## src/tld_pkg.sv

```systemverilog
`timescale 1ns / 1ps

package tld_pkg;

    localparam int TABLE_DEPTH_DEF = 16;
    localparam int OPCODE_W        = 2;
    localparam int SLOT_W          = 4;
    localparam int STAMP_W         = 64;
    localparam int RENORM_SHIFT    = 48;
    localparam logic [STAMP_W-1:0] RENORM_LIMIT = 64'h0FFF_FFFF_FFFF_FFFF;

    typedef enum logic [OPCODE_W-1:0] {
        OP_ADD    = 2'd0,
        OP_REMOVE = 2'd1,
        OP_MARK   = 2'd2,
        OP_QUERY  = 2'd3
    } t_opcode;

    typedef enum logic [2:0] {
        S_IDLE,
        S_DECODE,
        S_TRIM,
        S_SCAN,
        S_FINISH
    } t_state;

    // controller -> datapath
    typedef struct packed {
        logic load;
        logic do_add;
        logic do_remove;
        logic trim_step;
        logic scan_init;
        logic scan_step;
        logic finish;
        logic emit;
        logic emit_rej;
    } t_cmd;

    // datapath -> controller
    typedef struct packed {
        t_opcode op;
        logic    rejected;
        logic    need_renorm;
        logic    trim_done;
        logic    scan_done;
    } t_status;

endpackage

```

## src/timestamp_lru_device_table.sv

```systemverilog
// LRU device table with 64-bit recency stamps. A request is taken when start is
// high and busy is low; its result appears on o_result_index/o_rejected for
// exactly one cycle with o_done high, and must be captured then, as there is
// no back-pressure. Add, mark-used without renormalisation, and any rejected
// request finish straight from the decode state. Remove trims the trailing
// invalid slots, one per cycle. Query, and mark-used with renormalisation,
// sweep the stamp memory one entry per cycle through its single registered
// read port. busy stays high while a request is in progress and is low again
// when o_done is high.
`timescale 1ns / 1ps

module timestamp_lru_device_table (
    input  logic                          i_clk,
    input  logic                          i_rst_n,
    input  logic                          start,
    output logic                          busy,
    input  logic [tld_pkg::OPCODE_W-1:0]  i_opcode,
    input  logic [tld_pkg::SLOT_W-1:0]    i_slot_index,
    input  logic                          i_include_cleared,
    output logic                          o_done,
    output logic [tld_pkg::SLOT_W-1:0]    o_result_index,
    output logic                          o_rejected
);
    import tld_pkg::*;

    t_cmd    cmd;
    t_status status;

    tld_ctrl u_ctrl (
        .i_clk    (i_clk),
        .i_rst_n  (i_rst_n),
        .i_start  (start),
        .i_status (status),
        .o_cmd    (cmd),
        .o_busy   (busy)
    );

    tld_datapath u_datapath (
        .i_clk             (i_clk),
        .i_rst_n           (i_rst_n),
        .i_cmd             (cmd),
        .i_opcode          (i_opcode),
        .i_slot_index      (i_slot_index),
        .i_include_cleared (i_include_cleared),
        .o_status          (status),
        .o_done            (o_done),
        .o_result_index    (o_result_index),
        .o_rejected        (o_rejected)
    );

endmodule

```

## src/tld_ctrl.sv

```systemverilog
`timescale 1ns / 1ps

module tld_ctrl (
    input  logic              i_clk,
    input  logic              i_rst_n,
    input  logic              i_start,
    input  tld_pkg::t_status  i_status,
    output tld_pkg::t_cmd     o_cmd,
    output logic              o_busy
);
    import tld_pkg::*;

    t_state r_state;
    t_state n_state;

    always_ff @(posedge i_clk) begin
        if (!i_rst_n) begin
            r_state <= S_IDLE;
        end else begin
            r_state <= n_state;
        end
    end

    always_comb begin
        n_state = r_state;
        o_cmd   = '0;
        unique case (r_state)
            S_IDLE: begin
                if (i_start) begin
                    o_cmd.load = 1'b1;
                    n_state    = S_DECODE;
                end
            end
            S_DECODE: begin
                if (i_status.rejected) begin
                    o_cmd.emit     = 1'b1;
                    o_cmd.emit_rej = 1'b1;
                    n_state        = S_IDLE;
                end else begin
                    unique case (i_status.op)
                        OP_ADD: begin
                            o_cmd.do_add = 1'b1;
                            o_cmd.emit   = 1'b1;
                            n_state      = S_IDLE;
                        end
                        OP_REMOVE: begin
                            o_cmd.do_remove = 1'b1;
                            n_state         = S_TRIM;
                        end
                        OP_MARK: begin
                            if (i_status.need_renorm) begin
                                o_cmd.scan_init = 1'b1;
                                n_state         = S_SCAN;
                            end else begin
                                o_cmd.finish = 1'b1;
                                o_cmd.emit   = 1'b1;
                                n_state      = S_IDLE;
                            end
                        end
                        OP_QUERY: begin
                            o_cmd.scan_init = 1'b1;
                            n_state         = S_SCAN;
                        end
                        default: begin
                            n_state = S_IDLE;
                        end
                    endcase
                end
            end
            S_TRIM: begin
                if (i_status.trim_done) begin
                    o_cmd.emit = 1'b1;
                    n_state    = S_IDLE;
                end else begin
                    o_cmd.trim_step = 1'b1;
                end
            end
            S_SCAN: begin
                if (i_status.scan_done) begin
                    n_state = S_FINISH;
                end else begin
                    o_cmd.scan_step = 1'b1;
                end
            end
            S_FINISH: begin
                o_cmd.finish = 1'b1;
                o_cmd.emit   = 1'b1;
                n_state      = S_IDLE;
            end
            default: begin
                n_state = S_IDLE;
            end
        endcase
    end

    assign o_busy = (r_state != S_IDLE);

endmodule

```

## src/tld_datapath.sv

```systemverilog
`timescale 1ns / 1ps

module tld_datapath (
    input  logic                          i_clk,
    input  logic                          i_rst_n,
    input  tld_pkg::t_cmd                 i_cmd,
    input  logic [tld_pkg::OPCODE_W-1:0]  i_opcode,
    input  logic [tld_pkg::SLOT_W-1:0]    i_slot_index,
    input  logic                          i_include_cleared,
    output tld_pkg::t_status              o_status,
    output logic                          o_done,
    output logic [tld_pkg::SLOT_W-1:0]    o_result_index,
    output logic                          o_rejected
);
    import tld_pkg::*;

    localparam int TABLE_DEPTH = TABLE_DEPTH_DEF;
    localparam int IW    = $clog2(TABLE_DEPTH);
    localparam int CW    = $clog2(TABLE_DEPTH + 1);
    localparam int CMP_W = (CW > SLOT_W) ? CW : SLOT_W;

    logic [STAMP_W-1:0]     r_stamps [TABLE_DEPTH];
    logic [STAMP_W-1:0]     r_rd_data;

    logic [TABLE_DEPTH-1:0] r_valid,   n_valid;
    logic [CW-1:0]          r_used,    n_used;
    logic [STAMP_W-1:0]     r_counter, n_counter;
    t_opcode                r_op,      n_op;
    logic [SLOT_W-1:0]      r_slot,    n_slot;
    logic                   r_incl,    n_incl;
    logic [CW-1:0]          r_scan,    n_scan;
    logic                   r_rd_vld,  n_rd_vld;
    logic [IW-1:0]          r_rd_idx,  n_rd_idx;
    logic [IW-1:0]          r_best,    n_best;
    logic [STAMP_W-1:0]     r_lowest,  n_lowest;
    logic                   r_done,    n_done;
    logic [SLOT_W-1:0]      r_res_idx, n_res_idx;
    logic                   r_rej,     n_rej;

    logic                   rd_en;
    logic [IW-1:0]          rd_addr;
    logic                   wr_en;
    logic [IW-1:0]          wr_addr;
    logic [STAMP_W-1:0]     wr_data;

    logic                   full;
    logic                   slot_out;
    logic [IW-1:0]          last_idx;
    logic [STAMP_W-1:0]     counter_inc;

    assign full        = (r_used == CW'(TABLE_DEPTH));
    assign slot_out    = (CMP_W'(r_slot) >= CMP_W'(r_used));
    assign last_idx    = IW'(r_used - CW'(1));
    assign counter_inc = r_counter + STAMP_W'(1);

    always_comb begin
        o_status.op          = r_op;
        o_status.rejected    = ((r_op == OP_ADD) && full) ||
                               (((r_op == OP_REMOVE) || (r_op == OP_MARK)) && slot_out);
        o_status.need_renorm = (r_counter > RENORM_LIMIT);
        o_status.trim_done   = (r_used == '0) || r_valid[last_idx];
        o_status.scan_done   = (r_scan >= r_used) && !r_rd_vld;
    end

    always_comb begin
        n_valid   = r_valid;
        n_used    = r_used;
        n_counter = r_counter;
        n_op      = r_op;
        n_slot    = r_slot;
        n_incl    = r_incl;
        n_scan    = r_scan;
        n_rd_vld  = r_rd_vld;
        n_rd_idx  = r_rd_idx;
        n_best    = r_best;
        n_lowest  = r_lowest;
        n_done    = 1'b0;
        n_res_idx = r_res_idx;
        n_rej     = r_rej;
        rd_en     = 1'b0;
        rd_addr   = IW'(r_scan);
        wr_en     = 1'b0;
        wr_addr   = '0;
        wr_data   = '0;

        if (i_cmd.load) begin
            n_op   = t_opcode'(i_opcode);
            n_slot = i_slot_index;
            n_incl = i_include_cleared;
        end

        if (i_cmd.do_add) begin
            n_valid[IW'(r_used)] = 1'b1;
            n_counter            = counter_inc;
            n_used               = r_used + CW'(1);
            wr_en                = 1'b1;
            wr_addr              = IW'(r_used);
            wr_data              = counter_inc;
        end

        if (i_cmd.do_remove) begin
            n_valid[IW'(r_slot)] = 1'b0;
        end

        if (i_cmd.trim_step) begin
            n_used = r_used - CW'(1);
        end

        if (i_cmd.scan_init) begin
            n_scan   = '0;
            n_rd_vld = 1'b0;
            n_best   = '0;
            n_lowest = r_counter;
            if (r_op == OP_MARK) begin
                n_counter = r_counter >> RENORM_SHIFT;
            end
        end

        if (i_cmd.scan_step) begin
            rd_en    = (r_scan < r_used);
            n_rd_vld = rd_en;
            n_rd_idx = IW'(r_scan);
            if (rd_en) begin
                n_scan = r_scan + CW'(1);
            end
            if (r_rd_vld && r_valid[r_rd_idx]) begin
                if (r_op == OP_MARK) begin
                    // renormalise: write back entry read last cycle
                    wr_en   = 1'b1;
                    wr_addr = r_rd_idx;
                    wr_data = (r_rd_data >> RENORM_SHIFT) + STAMP_W'(1);
                end else if ((r_rd_data < r_lowest) &&
                             (r_incl || (r_rd_data != '0))) begin
                    n_lowest = r_rd_data;
                    n_best   = r_rd_idx;
                end
            end
        end

        if (i_cmd.finish) begin
            if (r_op == OP_MARK) begin
                n_counter = counter_inc;
                wr_en     = 1'b1;
                wr_addr   = IW'(r_slot);
                wr_data   = counter_inc;
            end else if ((r_op == OP_QUERY) && !r_incl && (r_used != '0)) begin
                wr_en   = 1'b1;
                wr_addr = r_best;
                wr_data = '0;
            end
        end

        if (i_cmd.emit) begin
            n_done = 1'b1;
            n_rej  = i_cmd.emit_rej;
            if (i_cmd.emit_rej) begin
                n_res_idx = '0;
            end else if (r_op == OP_ADD) begin
                n_res_idx = SLOT_W'(r_used);
            end else if (r_op == OP_QUERY) begin
                n_res_idx = SLOT_W'(r_best);
            end else begin
                n_res_idx = '0;
            end
        end
    end

    always_ff @(posedge i_clk) begin
        if (wr_en) begin
            r_stamps[wr_addr] <= wr_data;
        end
        if (rd_en) begin
            r_rd_data <= r_stamps[rd_addr];
        end
    end

    always_ff @(posedge i_clk) begin
        if (!i_rst_n) begin
            r_valid   <= '0;
            r_used    <= '0;
            r_counter <= '0;
            r_rd_vld  <= 1'b0;
            r_done    <= 1'b0;
        end else begin
            r_valid   <= n_valid;
            r_used    <= n_used;
            r_counter <= n_counter;
            r_rd_vld  <= n_rd_vld;
            r_done    <= n_done;
        end
    end

    always_ff @(posedge i_clk) begin
        r_op      <= n_op;
        r_slot    <= n_slot;
        r_incl    <= n_incl;
        r_scan    <= n_scan;
        r_rd_idx  <= n_rd_idx;
        r_best    <= n_best;
        r_lowest  <= n_lowest;
        r_res_idx <= n_res_idx;
        r_rej     <= n_rej;
    end

    assign o_done         = r_done;
    assign o_result_index = r_res_idx;
    assign o_rejected     = r_rej;

endmodule

```

## config.mk

```make
export PLATFORM = sky130hd
export DESIGN_NAME = timestamp_lru_device_table
export DESIGN_NICKNAME = d
export VERILOG_FILES = /design/src/tld_pkg.sv /design/src/timestamp_lru_device_table.sv /design/src/tld_ctrl.sv /design/src/tld_datapath.sv
export SDC_FILE = /design/constraint.sdc
export NUM_CORES = 1
export LEC_CHECK = 0
export BUFFER_PORTS_ARGS = -buffer_cell sky130_fd_sc_hd__buf_2
export CORE_MARGIN = 2
export CORE_UTILIZATION = 50
export CTS_BUF_LIST = sky130_fd_sc_hd__clkbuf_16
export DETAILED_ROUTE_END_ITERATION = 8
export PLACE_DENSITY = 0.65
export SETUP_SLACK_MARGIN = 0.02
export SLEW_MARGIN = 20
export SYNTH_ARGS = -nofsm -noshare
export SYNTH_HDL_FRONTEND = slang
export SYNTH_SLANG_ARGS = --single-unit
```

## constraint.sdc

```tcl
create_clock -name i_clk -period 12.54 [get_ports i_clk]
set_input_delay 3.135 -clock i_clk [delete_from_list [all_inputs] [get_ports i_clk]]
set_output_delay 3.135 -clock i_clk [all_outputs]
set_load 0.01 [all_outputs]
```

======== Yosys cells after proc, flatten, opt, wreduce, memory -nomap -nowiden ========
Memory sizes are Yosys's and may differ from the RTL's. A register that Yosys moved wholly into a read port is not among the register bits.
Index checks and enable logic that the tools add are counted.
storage, ports and cells
  flip-flop bits (word level) ............. 179
  bits of input ports ..................... 10
  bits in writable memories ............... 1024
  logic and storage cells ................. 160
  memories kept ........................... 1
  output and inout port bits .............. 7
operators by class
  bitwise logic cells ..................... 3
  reduce and logical (&&, ||, !) cells .... 24
  muxes and demuxes ....................... 90
  equal/unequal tests ..................... 11
  $lt $le $gt $ge ......................... 11
  add/subtract/negate cells ............... 5
memories
  name                 words  bits a word  read ports  clocked after memory_dff  wr ports  line                source
  u_datapath.r_stamps  16     64           1           1                         1         tld_datapath.sv:22  logic [STAMP_W-1:0] r_stamps [TABLE_DEPTH];
operators with widths
  operator                                                           number
  2-to-1 mux 64 bit                                                  17
  adder 64 x 1 -> 64 bit, second input constant                      1
  greater-than comparator 64 x 60 -> 1 bit, second input constant    1
  < comparator 64 bit                                                1
  nonzero test 64 bit                                                1
  2-to-1 mux 4 bit                                                   14
  2-to-1 mux 1 bit                                                   34
  2-to-1 mux 16 bit                                                  2
  2-to-1 mux 5 bit                                                   5
  case mux 3 bit (4 select lines)                                    2
  < comparator 4 x 5 -> 1 bit, second input constant                 4
  adder 16 x 1 -> 17 bit, second input constant                      1
  AND 16 bit                                                         1
  inverter 16 bit                                                    1
  bitwise OR 16 bit                                                  1
  2-to-1 mux 3 bit                                                   4
  adder 5 x 1 -> 5 bit, second input constant                        2
  logical AND 1 bit                                                  9
  binary-select mux 1 bit (select 4 bit)                             2
  demux 1 bit (select 4 bit)                                         2
  greater-or-equal comparator 4 x 1 -> 1 bit, second input constant  2
  2-to-1 mux 2 bit                                                   4
  == test 3 x 2 -> 1 bit, second input constant                      2
  != test 2 bit, second input constant                               3
  other kinds (20)                                                   28

======== Logic depth before layout (Yosys ltp) ========
  depth after elaboration ................. 15
  depth in mapped cells ................... 14
  depth with buffers taken out ............ 11

======== By module ========
Synthesis repeated with hierarchy kept, for this count alone.
second synthesis, totals
  cells, all modules ...................... 2973
  area total of the unflattened synthesis .. 52160.0 sq um
by module, submodules not included
  module        seq. area each (sq um)  cells an instance  area an instance (sq um)  instances
  tld_datapath  36354.9                 2931               51867.2                   1
  tld_ctrl      60.1                    42                 292.8                     1

======== Least setup slack after synthesis ========
Ideal clock, no wire load.
  kind .................................... reg2reg
  from .................................... register u_datapath.r_used[2]
  to ...................................... memory u_datapath.r_stamps[0][0] (enable)
  clock period less this slack ............ 7868 ps
  arrival ................................. 7266 ps
  cell stages (with the launch flop) ...... 13
  library setup time ...................... 602 ps
  buffers on the path ..................... 2
  data required time ...................... 11938 ps
  path slack .............................. 4672 ps
  cell sequence ........................... dfxtp_1 -> buf_2 -> inv_1 -> ha_1 -> a21oi_1 -> o21ai_0 -> a21oi_1 -> o21a_1 -> o22ai_1 -> buf_2 -> a311oi_1 -> nand2_1 -> a311oi_1
on the way
  cells in the longest elaborated chain, start to end .. 14
  elaborated cells between the ends (all ways) .. 31
  classes of those cells .................. 2 x order compare; 1 x eq/ne; 22 x mux; 6 x reduce/logical
RTL lines
  item                                                                                line                                    source
  start, declared                                                                     tld_datapath.sv:26                      logic [CW-1:0] r_used, n_used;
  start signal, assigned                                                              tld_datapath.sv:186                     r_used <= n_used;
  greater-or-equal comparator 4 x 5 -> 1 bit / == test 5 bit (equally long branches)  tld_datapath.sv:52, tld_datapath.sv:51
  logical AND 1 bit, on equally long branches                                         tld_datapath.sv:59, tld_datapath.sv:58
  logical OR 1 bit                                                                    tld_datapath.sv:58                      o_status.rejected = ((r_op == OP_ADD) && full) ||
  2-to-1 mux 2 bit                                                                    tld_ctrl.sv:35                          if (i_status.rejected) begin
  2-to-1 mux 2 bit                                                                    tld_ctrl.sv:27                          unique case (r_state)
  2-to-1 mux 1 bit                                                                    tld_datapath.sv:92                      if (i_cmd.do_add) begin
  2-to-1 mux 1 bit                                                                    tld_datapath.sv:127                     if (r_op == OP_MARK) begin
  2-to-1 mux 1 bit                                                                    tld_datapath.sv:126                     if (r_rd_vld && r_valid[r_rd_idx]) begin
  2-to-1 mux 1 bit                                                                    tld_datapath.sv:119                     if (i_cmd.scan_step) begin
  2-to-1 mux 1 bit                                                                    tld_datapath.sv:146                     end else if ((r_op == OP_QUERY) && !r_incl && (r_used != '0)) begin
  2-to-1 mux 1 bit                                                                    tld_datapath.sv:141                     if (r_op == OP_MARK) begin
  2-to-1 mux 1 bit                                                                    tld_datapath.sv:140                     if (i_cmd.finish) begin
  2-to-1 mux 1 bit                                                                    tld_datapath.sv:169                     if (wr_en) begin
  2-to-1 mux 1 bit (not written as such)                                              tld_datapath.sv:170                     r_stamps[wr_addr] <= wr_data;
  end, declared                                                                       tld_datapath.sv:22
Several ways; a longest one is shown, not always the timed one.

======== Worst setup path in the final report ========
  from .................................... register u_datapath.r_used[0]
  to ...................................... memory u_datapath.r_stamps[15][7] (enable)
Same word-level chain as after synthesis.

==> run metrics <==
Pins Over Slew Limit 0; Min-Delay Path Class reg -> reg; share of layout cells above drive strength 1 0.253; Critical path buffers and inverters 3; XOR/XNOR Fraction of Synth Area 0.0195; RSZ-0062 raised after global routing false; Seq cells post-synth 1267; Worst Tran Pin Value 1180 ps; via/cell ratio 6.30; post-synthesis adder-cell area fraction 0.0205; Root Buffer clkbuf_16; r2r setup slk 7330 ps; crit end category flop; Die ar. 108000 um^2; Worst setup SP type flop; HP Start u_datapath.r_best[0]; residual DRC count 0; total grt overflow 0; Max Clock Freq 192 MHz; number of global-route vias before repair 28400; Yosys Warn Count 0; max cap viols 0; Post-DRT Antenna Nets 0; Slew headroom 0.213; clock skew 40.0 ps; width of the die 328 um; Compound-Gate Fraction of Synth Area 0.0305; number of flops mapped to enable cells by yosys 1104; TritonCTS clock tree yes; met2 wire length 61100 um; Slowest Stage Delay on Critical Path between 600 and 700 ps; M1 WL 56500 um; dpl hpwl roughly 77000 um; Diodes inserted 0; hold slack 525 ps; ys flop type edfxtp_1; CP delay by family, top simple AND/OR/NAND/NOR gates; Site Rows 118; fin crit period approximately 5200 ps; status completed; WL met3 approximately 11000 um; dpl cells approximately 4200; GPL Wtd Cong 0.929; Worst-Skew Late Latency between 700 and 800 ps; Final setup viols 0; CP max FO 31; vias around 28000; post-CTS sizing 0; Worst Hold Path EP u_datapath.r_best[0]; post-synthesis sequential area ratio 0.694; Crit Reg-Reg Endpoint u_datapath.r_stamps[15][7]; Worst R2R Start u_datapath.r_used[0]; TNS Setup 0 ps; GRT Total Usage 0.249; CTS Sinks 1267; crit-path cells inv_1 -> ha_1 -> nor4b_2 -> nor4b_2 -> nor2b_1 -> a22oi_1 -> a21oi_1 -> a311o_1 -> nand2_1 -> nor2_4 -> buf_4 -> buf_4; fin crit share 0.416; Cell Pwr Density 151 nW/um^2; setup bufs post-CTS 0; Max VDD drop between 0.1 and 0.15 mV; area delta synth->final 12.1%; CTS max path bufs 3; Core ar. 104000 um^2; post-synthesis mux area share 0.169; Crit path arrival time 5570 ps; Starting Density 0.506; Net Count, Synth 3024; Clock Pin Slew Worst Setup and Hold Paths 60 ps; Num CTS Buffers 131; die height 328 um; Non-Filler Instances approximately 4500; antenna violations before repair 5; syn avg cell area 17.9 um^2; Max Used Layer met5; First DRT Iteration DRCs between 3000 and 4000; Final Util 0.567; Hold Vio Cnt, Final 0; Max H-tree Level 4; synthesized area around 52000 um^2; Buffers on Ports 16; Synth Area in Simple Gates 0.0477; Lkg Pwr 17.6 nW; Synth Instances roughly 3000; Hold Crit Depth 2; commonest non-fill, non-tap cells in the layout edfxtp_1, mux4_2, dfxtp_1; largest family of logic cells by synthesized area multiplexers; pre-CTS WS 7380 ps; first-pass GRT wire length 194000 um; final setup slack of the worst path about 7300 ps; TritonRoute pass-1 iters 6; routed len/inst just under 30 um; drt total wl 132000 um; cts hold-fix bufs 0; Final nets 3086; Synth async-reset ratio 0; CP Data Required Time 12900 ps; Top Ports 17; most common cell after layout, fill and taps aside edfxtp_1; Setup Crit Path Kind reg -> reg; synth unique cells 73; largest net degree at the start of global routing 140; Crit-path slowest cell dfxtp_1; r2r worst-path depth 12
final cells by class:
cell class / count / area (um^2)
clock buffers: 135 / 3380
clock inverters: 101 / 970
fillers: 7683 / 44900
inverters: 97 / 365
multi-input cells: 1413 / 15400
flip-flops and latches: 1267 / 36400
well taps: 1380 / 1730
repair buffers: 80 / 622
tightest hold or removal path, delay by kind of cell (launching register included):
family,cells,cell delay [ps]
flops,1,350
mux,1,60
simple gates,1,70
kinds of logic (layout without fill, tap and decap cells):
kind of cell             count (synthesis)  after routing
adder cells (fa/ha/maj)                 86             86
flip-flops                            1267           1267
AND/OR/NAND/NOR                        491            491
AO/OA/AOI/OAI                          258            258
multiplexers                           461            461
XOR/XNOR                               117            117
buffers and inverters                  248            413
state kept, by name, indices dropped and copies added (netlist names), 5 cells and up:
| signal | count |
|---|---|
| u_datapath.r_counter | 64 |
| u_datapath.r_lowest | 64 |
| u_datapath.r_rd_data | 64 |
| u_datapath.r_scan | 5 |
| u_datapath.r_stamps | 1024 |
| u_datapath.r_used | 5 |
| u_datapath.r_valid | 16 |
per-layer routing:
layer / vias to the layer above / GRT usage
li1: 11800 / -
met1: 14900 / 0.367
met2: 1255 / 0.383
met3: 196 / 0.0440
met4: 4 / 0.0750
met5: - / 0
cells in the mapped netlist (16+ instances only):
| cell | number | area (um^2) |
|---|---|---|
| a211oi_1 | 22 | 165 |
| a21o_1 | 16 | 120 |
| a21oi_1 | 55 | 275 |
| and3_1 | 31 | 194 |
| buf_1 | 27 | 101 |
| buf_2 | 26 | 130 |
| clkbuf_1 | 92 | 345 |
| dfxtp_1 | 163 | 3260 |
| edfxtp_1 | 1104 | 33200 |
| ha_1 | 86 | 1080 |
| inv_1 | 96 | 360 |
| mux2_2 | 106 | 1190 |
| mux4_2 | 329 | 7410 |
| nand2_1 | 87 | 327 |
| nand3_1 | 58 | 290 |
| nand4_1 | 23 | 144 |
| nor2_1 | 167 | 627 |
| nor3_1 | 27 | 135 |
| nor4_1 | 24 | 150 |
| o21ai_0 | 74 | 370 |
| o22ai_1 | 18 | 113 |
| xnor2_1 | 57 | 499 |
| xor2_1 | 60 | 526 |
power by group:
group / internal [W] / leakage (nW) / switching [W]
combinational: 0.000163 / 4.88 / 0.000194
sequential: 0.00456 / 10.4 / 0.0000289
clock: 0.00234 / 2.22 / 0.00159
total: 0.00706 / 17.6 / 0.00181
per-stage QoR:
stage / power (W) / area [um^2]
after CTS: 0.00894 / 58700
after global routing: 0.00912 / 58900
after detailed placement: 0.00504 / 54400
after floorplan: 0.00493 / 52500
after global placement: 0.00503 / 54300
final: 0.00888 / 58900
how the worst max path moves through the flow:
stage / startpoint / endpoint / cells after the start
final: u_datapath.r_used[0] / u_datapath.r_stamps[15][7] / 12
after global routing: u_datapath.r_used[0] / u_datapath.r_stamps[15][6] / 12
after CTS: u_datapath.r_used[2] / u_datapath.r_stamps[7][11] / 12
after detailed placement: u_datapath.r_used[0] / u_datapath.r_stamps[15][4] / 12
after global placement: u_datapath.r_used[2] / u_datapath.r_stamps[5][13] / 12
after floorplan: u_datapath.r_used[2] / u_datapath.r_stamps[0][0] / 12
(Power assumes the default switching activity.)
